`config.mk`:
```
export PLATFORM = sky130hd
export DESIGN_NAME = right_truncatable_prime_check
export DESIGN_NICKNAME = d
export VERILOG_FILES = /design/src/rtl/core/rtp_pkg.sv /design/src/rtl/core/rtp_div.sv /design/src/rtl/core/right_truncatable_prime_check.sv
export SDC_FILE = /design/constraint.sdc
export NUM_CORES = 1
export LEC_CHECK = 0
export CORE_MARGIN = 8
export CORE_UTILIZATION = 65
export DETAILED_ROUTE_END_ITERATION = 12
export DONT_BUFFER_PORTS = 1
export GPL_ROUTABILITY_DRIVEN = 0
export HOLD_SLACK_MARGIN = 0.06
export PLACE_DENSITY = 0.81
export SLEW_MARGIN = 20
export SYNTH_ARGS = -nofsm -noshare
export SYNTH_HDL_FRONTEND = slang
export SYNTH_SLANG_ARGS = --single-unit
```
`constraint.sdc`:
```
create_clock -name clk -period 10.75 [get_ports clk]
set_clock_uncertainty 0.05 [all_clocks]
set_input_delay 2.15 -clock clk [delete_from_list [all_inputs] [get_ports clk]]
set_output_delay 2.15 -clock clk [all_outputs]
set_load 0.02 [all_outputs]
```
`src/rtl/core/rtp_pkg.sv`:
```
// Package for the right-truncatable prime checker: shared constants and types.
package rtp_pkg;

    localparam int VALUE_BITS_DEF = 32;
    localparam int RADIX          = 10;
    localparam int FIRST_DIVISOR  = 2;
    localparam int OUT_BYTES_W    = 8;

    typedef struct packed {
        logic busy;
        logic done;
    } rtp_div_stat_t;

endpackage

```
`src/rtl/core/rtp_div.sv`:
```
// Restoring divider, one quotient bit per cycle; gives the remainder.
module rtp_div #(
    parameter int VALUE_BITS = rtp_pkg::VALUE_BITS_DEF,
    parameter int DIV_BITS   = VALUE_BITS / 2 + 2
) (
    input  logic                      clk,
    input  logic                      rst_n,
    input  logic                      start,
    input  logic [VALUE_BITS-1:0]     dividend,
    input  logic [DIV_BITS-1:0]       divisor,
    output rtp_pkg::rtp_div_stat_t    stat,
    output logic [DIV_BITS-1:0]       remainder
);

    localparam int CNT_W = $clog2(VALUE_BITS + 1);

    logic [VALUE_BITS-1:0] q_reg, q_next;
    logic [DIV_BITS-1:0]   rem_reg, rem_next;
    logic [DIV_BITS-1:0]   d_reg, d_next;
    logic [CNT_W-1:0]      cnt_reg, cnt_next;
    logic                  busy_reg, busy_next;
    logic                  done_reg, done_next;
    logic [DIV_BITS:0]     trial;
    logic                  fits;

    assign trial = {rem_reg, q_reg[VALUE_BITS-1]};
    assign fits  = (trial >= {1'b0, d_reg});

    always_comb
    begin
        q_next    = q_reg;
        rem_next  = rem_reg;
        d_next    = d_reg;
        cnt_next  = cnt_reg;
        busy_next = busy_reg;
        done_next = 1'b0;
        if (start)
        begin
            q_next    = dividend;
            rem_next  = '0;
            d_next    = divisor;
            cnt_next  = CNT_W'(VALUE_BITS);
            busy_next = 1'b1;
        end
        else if (busy_reg)
        begin
            if (fits)
            begin
                rem_next = DIV_BITS'(trial - {1'b0, d_reg});
            end
            else
            begin
                rem_next = DIV_BITS'(trial);
            end
            q_next   = {q_reg[VALUE_BITS-2:0], fits};
            cnt_next = cnt_reg - 1'b1;
            if (cnt_reg == CNT_W'(1))
            begin
                busy_next = 1'b0;
                done_next = 1'b1;
            end
        end
    end

    always_ff @(posedge clk or negedge rst_n)
    begin
        if (!rst_n)
        begin
            busy_reg <= 1'b0;
            done_reg <= 1'b0;
            cnt_reg  <= '0;
        end
        else
        begin
            busy_reg <= busy_next;
            done_reg <= done_next;
            cnt_reg  <= cnt_next;
        end
    end

    always_ff @(posedge clk)
    begin
        q_reg   <= q_next;
        rem_reg <= rem_next;
        d_reg   <= d_next;
    end

    assign stat.busy = busy_reg;
    assign stat.done = done_reg;
    assign remainder = rem_reg;

endmodule

```
`src/rtl/core/right_truncatable_prime_check.sv`:
```
// Top level: trial-division prime and right-truncatable prime checker.
//
// channel  dir  tdata fields (lowest bit up)
// s_*      in   value[VALUE_BITS-1:0], zero fill to bytes
// m_*      out  is_prime, is_right_truncatable, zero fill to 8 bits
//
// Each trial divisor costs one pass of the shared divider plus a bound check;
// each decimal truncation is a shift-and-add divide by ten after that check.
// No input is taken while an item is in work; a new input is taken while the
// previous result still waits on m_tready. Reset clears the FSM and valid flags.
module right_truncatable_prime_check #(
    parameter int VALUE_BITS = rtp_pkg::VALUE_BITS_DEF
) (
    input  logic                                clk,
    input  logic                                rst_n,
    input  logic                                s_tvalid,
    output logic                                s_tready,
    input  logic [((VALUE_BITS+7)/8)*8-1:0]     s_tdata,  // value
    output logic                                m_tvalid,
    input  logic                                m_tready,
    output logic [rtp_pkg::OUT_BYTES_W-1:0]     m_tdata   // is_prime, is_right_truncatable
);

    localparam int DIV_BITS = VALUE_BITS / 2 + 2;
    localparam int SQ_BITS  = VALUE_BITS + 1;

    localparam logic [2:0] TSTEP_SHIFT = 3'd4;
    localparam logic [2:0] TSTEP_REM   = 3'd5;

    typedef enum logic [2:0] {
        ST_IDLE,
        ST_START,
        ST_CHECK,
        ST_MOD,
        ST_TRUNC,
        ST_FINISH
    } state_t;

    state_t                  state_reg, state_next;
    logic [VALUE_BITS-1:0]   n_reg, n_next;
    logic [DIV_BITS-1:0]     d_reg, d_next;
    logic [SQ_BITS-1:0]      sq_reg, sq_next;
    logic [VALUE_BITS-1:0]   tq_reg, tq_next;
    logic [VALUE_BITS-1:0]   tr_reg, tr_next;
    logic [2:0]              tstep_reg, tstep_next;
    logic                    first_reg, first_next;
    logic                    prime_reg, prime_next;
    logic                    trunc_reg, trunc_next;
    logic                    ovalid_reg, ovalid_next;
    logic [1:0]              odata_reg, odata_next;

    logic                    div_start;
    logic [DIV_BITS-1:0]     div_divisor;
    rtp_pkg::rtp_div_stat_t  div_stat;
    logic [DIV_BITS-1:0]     div_rem;

    rtp_div #(
        .VALUE_BITS (VALUE_BITS),
        .DIV_BITS   (DIV_BITS)
    ) u_div (
        .clk       (clk),
        .rst_n     (rst_n),
        .start     (div_start),
        .dividend  (n_reg),
        .divisor   (div_divisor),
        .stat      (div_stat),
        .remainder (div_rem)
    );

    assign s_tready = (state_reg == ST_IDLE);

    always_comb
    begin
        state_next  = state_reg;
        n_next      = n_reg;
        d_next      = d_reg;
        sq_next     = sq_reg;
        tq_next     = tq_reg;
        tr_next     = tr_reg;
        tstep_next  = tstep_reg;
        first_next  = first_reg;
        prime_next  = prime_reg;
        trunc_next  = trunc_reg;
        ovalid_next = ovalid_reg;
        odata_next  = odata_reg;
        div_start   = 1'b0;
        div_divisor = d_reg;

        if (ovalid_reg && m_tready)
        begin
            ovalid_next = 1'b0;
        end

        case (state_reg)
            ST_IDLE:
            begin
                if (s_tvalid)
                begin
                    n_next     = s_tdata[VALUE_BITS-1:0];
                    first_next = 1'b1;
                    prime_next = 1'b1;
                    trunc_next = 1'b0;
                    state_next = ST_START;
                end
            end
            ST_START:
            begin
                d_next  = DIV_BITS'(rtp_pkg::FIRST_DIVISOR);
                sq_next = SQ_BITS'(rtp_pkg::FIRST_DIVISOR * rtp_pkg::FIRST_DIVISOR);
                if (n_reg < VALUE_BITS'(rtp_pkg::FIRST_DIVISOR))
                begin
                    if (first_reg)
                    begin
                        prime_next = 1'b0;
                    end
                    state_next = ST_FINISH;
                end
                else
                begin
                    state_next = ST_CHECK;
                end
            end
            ST_CHECK:
            begin
                if (sq_reg > {1'b0, n_reg})
                begin
                    tq_next    = (n_reg >> 1) + (n_reg >> 2);
                    tstep_next = '0;
                    state_next = ST_TRUNC;
                end
                else
                begin
                    div_start  = 1'b1;
                    state_next = ST_MOD;
                end
            end
            ST_MOD:
            begin
                if (div_stat.done)
                begin
                    if (div_rem == '0)
                    begin
                        if (first_reg)
                        begin
                            prime_next = 1'b0;
                        end
                        state_next = ST_FINISH;
                    end
                    else
                    begin
                        d_next     = d_reg + 1'b1;
                        sq_next    = sq_reg + SQ_BITS'({d_reg, 1'b1});
                        state_next = ST_CHECK;
                    end
                end
            end
            ST_TRUNC:
            begin
                // divide by ten: 0.8 * n by shift-and-add, then one remainder fix-up
                tstep_next = tstep_reg + 1'b1;
                if (tstep_reg < TSTEP_SHIFT)
                begin
                    tq_next = tq_reg + (tq_reg >> (6'd4 << tstep_reg));
                end
                else if (tstep_reg == TSTEP_SHIFT)
                begin
                    tq_next = tq_reg >> 3;
                end
                else if (tstep_reg == TSTEP_REM)
                begin
                    tr_next = n_reg - ((tq_reg << 3) + (tq_reg << 1));
                end
                else
                begin
                    first_next = 1'b0;
                    if (tr_reg > VALUE_BITS'(rtp_pkg::RADIX - 1))
                    begin
                        n_next     = tq_reg + 1'b1;
                        state_next = ST_START;
                    end
                    else if (tq_reg == '0)
                    begin
                        trunc_next = 1'b1;
                        state_next = ST_FINISH;
                    end
                    else
                    begin
                        n_next     = tq_reg;
                        state_next = ST_START;
                    end
                end
            end
            ST_FINISH:
            begin
                if (!ovalid_reg || m_tready)
                begin
                    ovalid_next = 1'b1;
                    odata_next  = {trunc_reg, prime_reg};
                    state_next  = ST_IDLE;
                end
            end
            default:
            begin
                state_next = ST_IDLE;
            end
        endcase
    end

    always_ff @(posedge clk or negedge rst_n)
    begin
        if (!rst_n)
        begin
            state_reg  <= ST_IDLE;
            ovalid_reg <= 1'b0;
        end
        else
        begin
            state_reg  <= state_next;
            ovalid_reg <= ovalid_next;
        end
    end

    always_ff @(posedge clk)
    begin
        n_reg     <= n_next;
        d_reg     <= d_next;
        sq_reg    <= sq_next;
        tq_reg    <= tq_next;
        tr_reg    <= tr_next;
        tstep_reg <= tstep_next;
        first_reg <= first_next;
        prime_reg <= prime_next;
        trunc_reg <= trunc_next;
        odata_reg <= odata_next;
    end

    assign m_tvalid = ovalid_reg;
    assign m_tdata  = {{(rtp_pkg::OUT_BYTES_W - 2){1'b0}}, odata_reg};

endmodule

```
# Word level (Yosys, flattened, before mapping)
# Cells that the tools add are included.
# totals
regBits,235
latchBits,0
ramBits,0
rom_bits,0
in_bits,36
elab_cells,144
memories,0
# classes
addsub,10
multipliers,0
n_div,0
n_lt_le_gt_ge,5
eq_ne,22
shifts,2
mux,64
bitwise_logic,2
n_reduce_logical,21
# ops
cell,count
32-bit 2-to-1 mux,11
32-bit case mux with 2 select lines,2
33-bit 2-to-1 mux,2
33-bit case mux with 2 select lines,1
32-bit adder,2
18-bit 2-to-1 mux,3
3-bit 2-to-1 mux,12
18-bit case mux with 2 select lines,1
33-bit by 19-bit adder with 33-bit output,1
33-bit by 32-bit greater-than comparator with 1-bit output,1
31-bit by 30-bit adder with 32-bit output,1
"32-bit by 1-bit adder with 32-bit output, second input constant",1
"32-bit by 4-bit greater-than comparator with 1-bit output, second input constant",1
32-bit logical NOT,1
"32-bit by 2-bit < comparator with 1-bit output, second input constant",1
32-bit by 6-bit >> shifter with 32-bit output,1
32-bit subtractor,1
1-bit 2-to-1 mux,25
"2-bit != test, second input constant",11
19-bit by 18-bit >= comparator with 1-bit output,1
"18-bit by 1-bit adder with 18-bit output, second input constant",1
18-bit logical NOT,1
3-bit case mux with 6 select lines,1
18-bit subtractor,1
27 further kinds,42

# Depth between registers and ports, before layout
# Gate-level depths: netlist of run 1.
# depth
ltp_word,7
depth_mapped,22

# Modules after synthesis
# From an unflattened synthesis of run 1, not the netlist that was laid out.
# hier_totals
cells_unflattened,2162
hier_area_um2,19708.9
# by_module_without_submodules
module,instances,cells_each,area_per_inst_um2
right_truncatable_prime_check,1,1769,15494.9
rtp_div,1,393,4214.0

# Least setup slack after synthesis of run 1
# OpenSTA, ideal clock, no wires.
# synth_timing
path_type,input -> register
startpoint,input port s_tvalid
endpoint,"register n_reg[0], enable pin"
arrival_time_ns,4.966
required_time_ns,10.230
path_slack_ns,5.264
cell_stages,4
n_path_buf,0
path_cell_list,nor2b_1 -> a31oi_1 -> nor3_1 -> a21boi_0
# synth_via
elab_chain_len,2
# synth_lines
item,line,source
start: declaration,right_truncatable_prime_check.sv:16,"input logic s_tvalid,"
2-bit != test (no line),--,
6-bit AND reduction (no line),--,
end signal: assignment,right_truncatable_prime_check.sv:225,n_reg <= n_next;
end: declaration,right_truncatable_prime_check.sv:40,"logic [VALUE_BITS-1:0] n_reg, n_next;"
# No other way between the ends.
# A chain may end at the register's enable or synchronous reset.

# Final worst setup path of run 1
# layout_timing
startpoint,register tstep_reg[0]
endpoint,register tq_reg[31] (data pin)
# layout_via
elab_chain_len,5
elab_cells_between_ends,6
cone_classes,add/sub: 1; order compare: 1; shift: 2; mux: 2
# layout_lines
item,line,source
start: declaration,right_truncatable_prime_check.sv:45,"logic [2:0] tstep_reg, tstep_next;"
start signal: assignment,right_truncatable_prime_check.sv:230,tstep_reg <= tstep_next;
3-bit by 3-bit << shifter with 6-bit output,right_truncatable_prime_check.sv:163,tq_next = tq_reg + (tq_reg >> (6'd4 << tstep_reg));
32-bit by 6-bit >> shifter with 32-bit output,right_truncatable_prime_check.sv:163,
32-bit adder,right_truncatable_prime_check.sv:163,
32-bit 2-to-1 mux *,right_truncatable_prime_check.sv:161,if (tstep_reg < TSTEP_SHIFT)
32-bit case mux with 2 select lines *,right_truncatable_prime_check.sv:94,case (state_reg)
net tq_next[31],right_truncatable_prime_check.sv:43,"logic [VALUE_BITS-1:0] tq_reg, tq_next;"
end signal: assignment,right_truncatable_prime_check.sv:228,tq_reg <= tq_next;
end: declaration,right_truncatable_prime_check.sv:43,
# Mark *: on every way through the listed nets, which the timed path passes. The rest lies on a longest branch.

==> results.json, run 1 <==
{
  "cts_made_buffers": 27,
  "grt_first_pass_wirelength_um": 81810,
  "avgSynthCellArea_um2": 9.305,
  "nFillCells": 2225,
  "tightest_slew_ps": 1091,
  "overflow": 0,
  "die_x_um": 189.2,
  "diodes": 0,
  "cts-resized-gates": 0,
  "yosys.area.top_type": "edfxtp_1",
  "setup_viol": 0,
  "path_class": "register to register",
  "period_share": 0.5301,
  "post-route-min-period_ps": 5699,
  "synth_xor_area_frac": 0.07454,
  "drive_gt1_frac": 0.04764,
  "clock-sinks": 234,
  "synthTopCellsByCount": "edfxtp_1 (204), ha_1 (193), nand2_1 (193), nor2_1 (193), a21oi_1 (164)",
  "whs_path_depth": 0,
  "postCtsSetupBuffers": 0,
  "final_util": 0.7026,
  "cp-start-kind": "register",
  "slew_violations": 0,
  "r2r_slack_ps": 5050,
  "rows": 63,
  "yosys-top-cells-area": "edfxtp_1 (31%), ha_1 (12%), xnor2_1 (4.8%)",
  "dp.cells": 2418,
  "tritoncts": "yes",
  "hp-start": "trunc_reg",
  "nets": 2318,
  "synth-main-ff-cell": "edfxtp_1",
  "drc": 0,
  "synth_fa_ha_area_frac": 0.1567,
  "finalSetupTns_ps": 0,
  "synth_top_family_by_area": "compound AO/OA/AOI/OAI gates",
  "yosysUniqueCellTypes": 83,
  "netlist_instances": 2096,
  "antenna_found_initial": 0,
  "portBuffers": 0,
  "path_clk_slew_ps": 60,
  "reg2reg_to": "tq_reg[31]",
  "cts.path.max_buffers": 3,
  "largest_reg_flops": 33,
  "via_per_inst": 6.589,
  "crit_path_max_fanout": 41,
  "multi_input_area_um2": 12000,
  "vias": 16260,
  "coreArea_um2": 29560,
  "crit_path_end_kind": "register",
  "synthArstFlopShare": 0.05128,
  "drtPass1Iterations": 7,
  "synth_most_common_cell": "edfxtp_1",
  "r2r_cells": 17,
  "htree_levels": 1,
  "hold_slack_ps": 388.7,
  "synth_edf_count": 204,
  "ys_seq_elements": 234,
  "grt_usage": 0.2805,
  "worstHoldEndpoint": "odata_reg[1]",
  "synth_mux_area_frac": 0.04003,
  "cap_violations": 0,
  "clock_latency_ps": 550,
  "ios": 46,
  "syn_area_um2": 19500,
  "fmax_mhz": 175.5,
  "dpl.hpwl_um": 37650,
  "grt_pass1_vias": 15790,
  "hold_viol": 0,
  "ys_seq_area_frac": 0.3480,
  "ff_latch_area_um2": 6787,
  "die_area_um2": 35800,
  "wl_per_cell_um": 20.92,
  "cts_root_buf": "clkbuf_16",
  "synth_compound_area_frac": 0.1829,
  "rsz0062_at_grt": "false",
  "r2r_start": "tstep_reg[0]",
  "yosysWarnings": 0,
  "hold_path.class": "register to register",
  "required_ps": 10960,
  "arrival_ps": 5900,
  "synth-simple-area-share": 0.1563,
  "drt_wl_total_um": 51640,
  "die_h_um": 189.2,
  "cts_hold_buf": 0,
  "drtIter0Drc": 1649,
  "fin_cells": 2468,
  "status": "complete, no violations",
  "yosysTopAreaCellShare": 0.3141,
  "start_util": 0.6598,
  "max_slew_margin": 0.2713,
  "syn2layout_area_growth_pct": 6.486,
  "grt_max_degree": 114,
  "detail-route-antenna-nets": 0
}
-- area by class of cell --
cell class                 count  share of cell area
multi-input combinational   1660              0.5778
sequential                   234              0.3268
clock buffer                  40             0.04085
tap                          390             0.02350
inverter                     126             0.02277
clock inverter                10            0.005422
timing repair buffer           8            0.002892
-- worst max-delay path: stages (launching register included) --
cell	delay, ps
edfxtp_1	450
inv_1	120
ha_1	250
nor2b_4	890
a21oi_1	290
o21ai_0	270
nand2_1	120
a21oi_1	280
ha_1	300
a211oi_1	220
o21bai_1	170
o221a_2	270
o31ai_1	480
a211oi_1	270
o41ai_2	480
o31a_1	230
mux2i_1	190
a31oi_1	90
-- placed cells by master (no fill, tap or decap), drive strengths merged, types with 8 or more instances in the layout --
cell type	n
a21boi	9
nor2	193
fa	32
o21a	19
nor4	25
nand4	27
a21o	68
nor3	45
nand3	49
and2	16
or2	11
a211oi	32
edfxtp	204
nand2b	18
and3	21
clkbuf	40
dfrtp	12
a311oi	13
a21oi	164
dfxtp	18
mux4	16
nor2b	19
o21bai	17
xnor2	108
xor2	58
ha	193
o21ai	135
or3	14
a31oi	18
inv	127
buf	8
mux2	32
o211ai	12
nand2	193
-- per-layer routing --
metal | up-vias | track usage | routed length, um
met3 | 176 | 0.04967 | 4714
met5 | - | 0 | 0
met4 | 0 | 0.1374 | 2675
li1 | 7570 | - | -
met1 | 7701 | 0.3778 | 21520
met2 | 814 | 0.4326 | 22720
-- metrics by stage --
stage	worst slack, ps	instance area [um^2]
final	5051	20770
after detailed placement	5330	19800
after global placement	5457	19800
after global routing	4722	20770
after floorplan	5264	19520
after CTS	5287	20760
-- how the worst max path moves through the flow --
stage                      end          from  cells past startpoint  slack, ps
floorplan             n_reg[0]      s_tvalid                      4       5260
global placement    tq_reg[31]  tstep_reg[0]                     16       5460
detailed placement  tq_reg[31]  tstep_reg[0]                     17       5330
CTS                 tq_reg[31]  tstep_reg[0]                     17       5290
global route        tq_reg[31]  tstep_reg[0]                     17       4720
finish              tq_reg[31]  tstep_reg[0]                     17       5050
-- cells by family (layout without fill, tap and decap cells) --
| family | after synthesis | in the layout |
|---|---|---|
| fa+ha+maj | 225 | 225 |
| xor+xnor | 166 | 166 |
| flops | 234 | 234 |
| mux | 54 | 54 |
| compound gates | 556 | 556 |
| buf+inv | 207 | 184 |
| simple gates | 653 | 653 |
| other cells | 1 | 6 |
Power of run 1 is not shown: default switching activity piles up to over one toggle a cycle in this logic, so the estimate is an artifact.
==> inputs of run 2 (changes only) <==
==> constraint.sdc (replaced) <==
create_clock -name clk -period 5.7 [get_ports clk]
set_clock_uncertainty 0.05 [all_clocks]
set_input_delay 1.14 -clock clk [delete_from_list [all_inputs] [get_ports clk]]
set_output_delay 1.14 -clock clk [all_outputs]
set_load 0.02 [all_outputs]
==> run 2 against run 1 <==
Effect of this change:
- clock-buffer cell count shrank 3
- highest routed layer unchanged
- worst hold slack lost 160 ps
- non-clock buffer count grew 7
- cell area grew 0.50%
- register-to-register slack lost 4700 ps
- maximum frequency grew 5.6%
- routed wire length shrank 0.23%
- setup slack lost 4700 ps
- sequential share of layout area shrank 0.16 points
==> results.json, run 2 (synthesis results as in run 1) <==
{
  "status": "complete, no violations",
  "worst_path_max_delay_cell": "o41ai_2",
  "crit_path_end_kind": "register",
  "die_h_um": 189.2,
  "via_per_inst": 6.557,
  "start_util": 0.6598,
  "vias": 16260,
  "overflow": 0,
  "period_share": 0.9464,
  "final_util": 0.7061,
  "path_class": "register to register",
  "rsz0062_at_grt": "false",
  "setup_slack_ps": 305.7,
  "diodes": 0,
  "drive_gt1_frac": 0.05218,
  "nets": 2327,
  "grt_first_pass_wirelength_um": 82620,
  "postCtsSetupBuffers": 0,
  "ff_latch_area_um2": 6787,
  "drc": 0,
  "detail-route-antenna-nets": 0,
  "post-route-min-period_ps": 5394,
  "syn2layout_area_growth_pct": 7.018,
  "cap_violations": 0,
  "mostFrequentLayoutCell": "edfxtp_1",
  "hold_viol": 0,
  "grt_max_degree": 78,
  "grt_usage": 0.2821,
  "grt_pass1_vias": 16080,
  "die_area_um2": 35800,
  "clock_latency_ps": 580,
  "setup_viol": 0,
  "die_x_um": 189.2,
  "crit_chain": "inv_1 > ha_1 > nor2b_4 > buf_4 > nor2_1 > a21oi_1 > o21ai_0 > nand2_1 > a21oi_1 > ha_1 > a211oi_1 > o21bai_1 > o221a_2 > o31ai_1 > a211oi_1 > o41ai_2 > o31a_1 > mux2i_1 > a31oi_1",
  "ios": 46,
  "antenna_found_initial": 0,
  "clock-sinks": 234,
  "slew_violations": 0,
  "drtPass1Iterations": 5,
  "cp-start-kind": "register",
  "nFillCells": 2199,
  "drt_wl_total_um": 51520,
  "dpl.hpwl_um": 37920,
  "cts_root_buf": "clkbuf_16",
  "cp_slowest_stage_delay_ps": 520,
  "rows": 63,
  "tightest_slew_ps": 1026,
  "finalSetupTns_ps": 0,
  "portBuffers": 0,
  "multi_input_area_um2": 11990,
  "crit_path_max_fanout": 18,
  "hold_path.class": "primary input to asynchronous set/reset pin",
  "dp_slack_ps": 533.4,
  "cts.path.max_buffers": 3,
  "wl_per_cell_um": 20.78,
  "cts_made_buffers": 29,
  "drtIter0Drc": 1814,
  "max_slew_margin": 0.3159,
  "required_ps": 5910,
  "cts_hold_buf": 0,
  "coreArea_um2": 29560,
  "htree_levels": 1,
  "layout_common_cells": "edfxtp_1 (204), nor2_1 (193), ha_1 (193)",
  "tritoncts": "yes",
  "cts-resized-gates": 0,
  "fmax_mhz": 185.4,
  "arrival_ps": 5600,
  "path_clk_slew_ps": 60,
  "largest_reg_flops": 33,
  "hold_slack_ps": 224.1
}
-- run 2: final cells by class --
cell class                      count  area share
Multi-Input combinational cell   1660      0.5745
Sequential cell                   234      0.3251
Clock inverter                     17    0.009831
Clock buffer                       37     0.03812
Timing Repair Buffer               15    0.006354
Tap cell                          390     0.02338
Inverter                          126     0.02266
-- run 2: critical path: cells and delay by family (launching register included) --
family / cells / cell delay [ps]
multiplexers: 1 / 190
adder cells (fa/ha/maj): 2 / 600
AND/OR/NAND/NOR: 3 / 610
buffers and inverters: 2 / 420
AO/OA/AOI/OAI: 11 / 2790
flip-flops: 1 / 440
-- run 2: final timing paths --
path	from	slack, ps	end	cells after the start
hold / removal	rst_n	220	state_reg[2]	0
setup / recovery	tstep_reg[0]	310	tq_reg[31]	19
max in group asynchronous	rst_n	5300	u_div.cnt_reg[1]	0
setup reg to reg	tstep_reg[0]	310	tq_reg[31]	19
min in group clk	trunc_reg	390	odata_reg[1]	0
hold reg to reg	trunc_reg	390	odata_reg[1]	0
-- run 2: routing by layer --
| layer | GRT usage | vias up | share of wire |
|---|---|---|---|
| met5 | 0 | - | 0 |
| met4 | 0.1416 | 0 | 0.057 |
| met3 | 0.05206 | 207 | 0.093 |
| met2 | 0.4386 | 785 | 0.44 |
| met1 | 0.3745 | 7685 | 0.41 |
| li1 | - | 7578 | - |
-- run 2: through the flow --
stage	instance area (um^2)	cells
after detailed placement	19840	2424
final	20870	2479
after CTS	20850	2478
after global routing	20870	2479
after floorplan	19520	2101
after global placement	19840	2424
Power of run 2 is left out for the same reason.
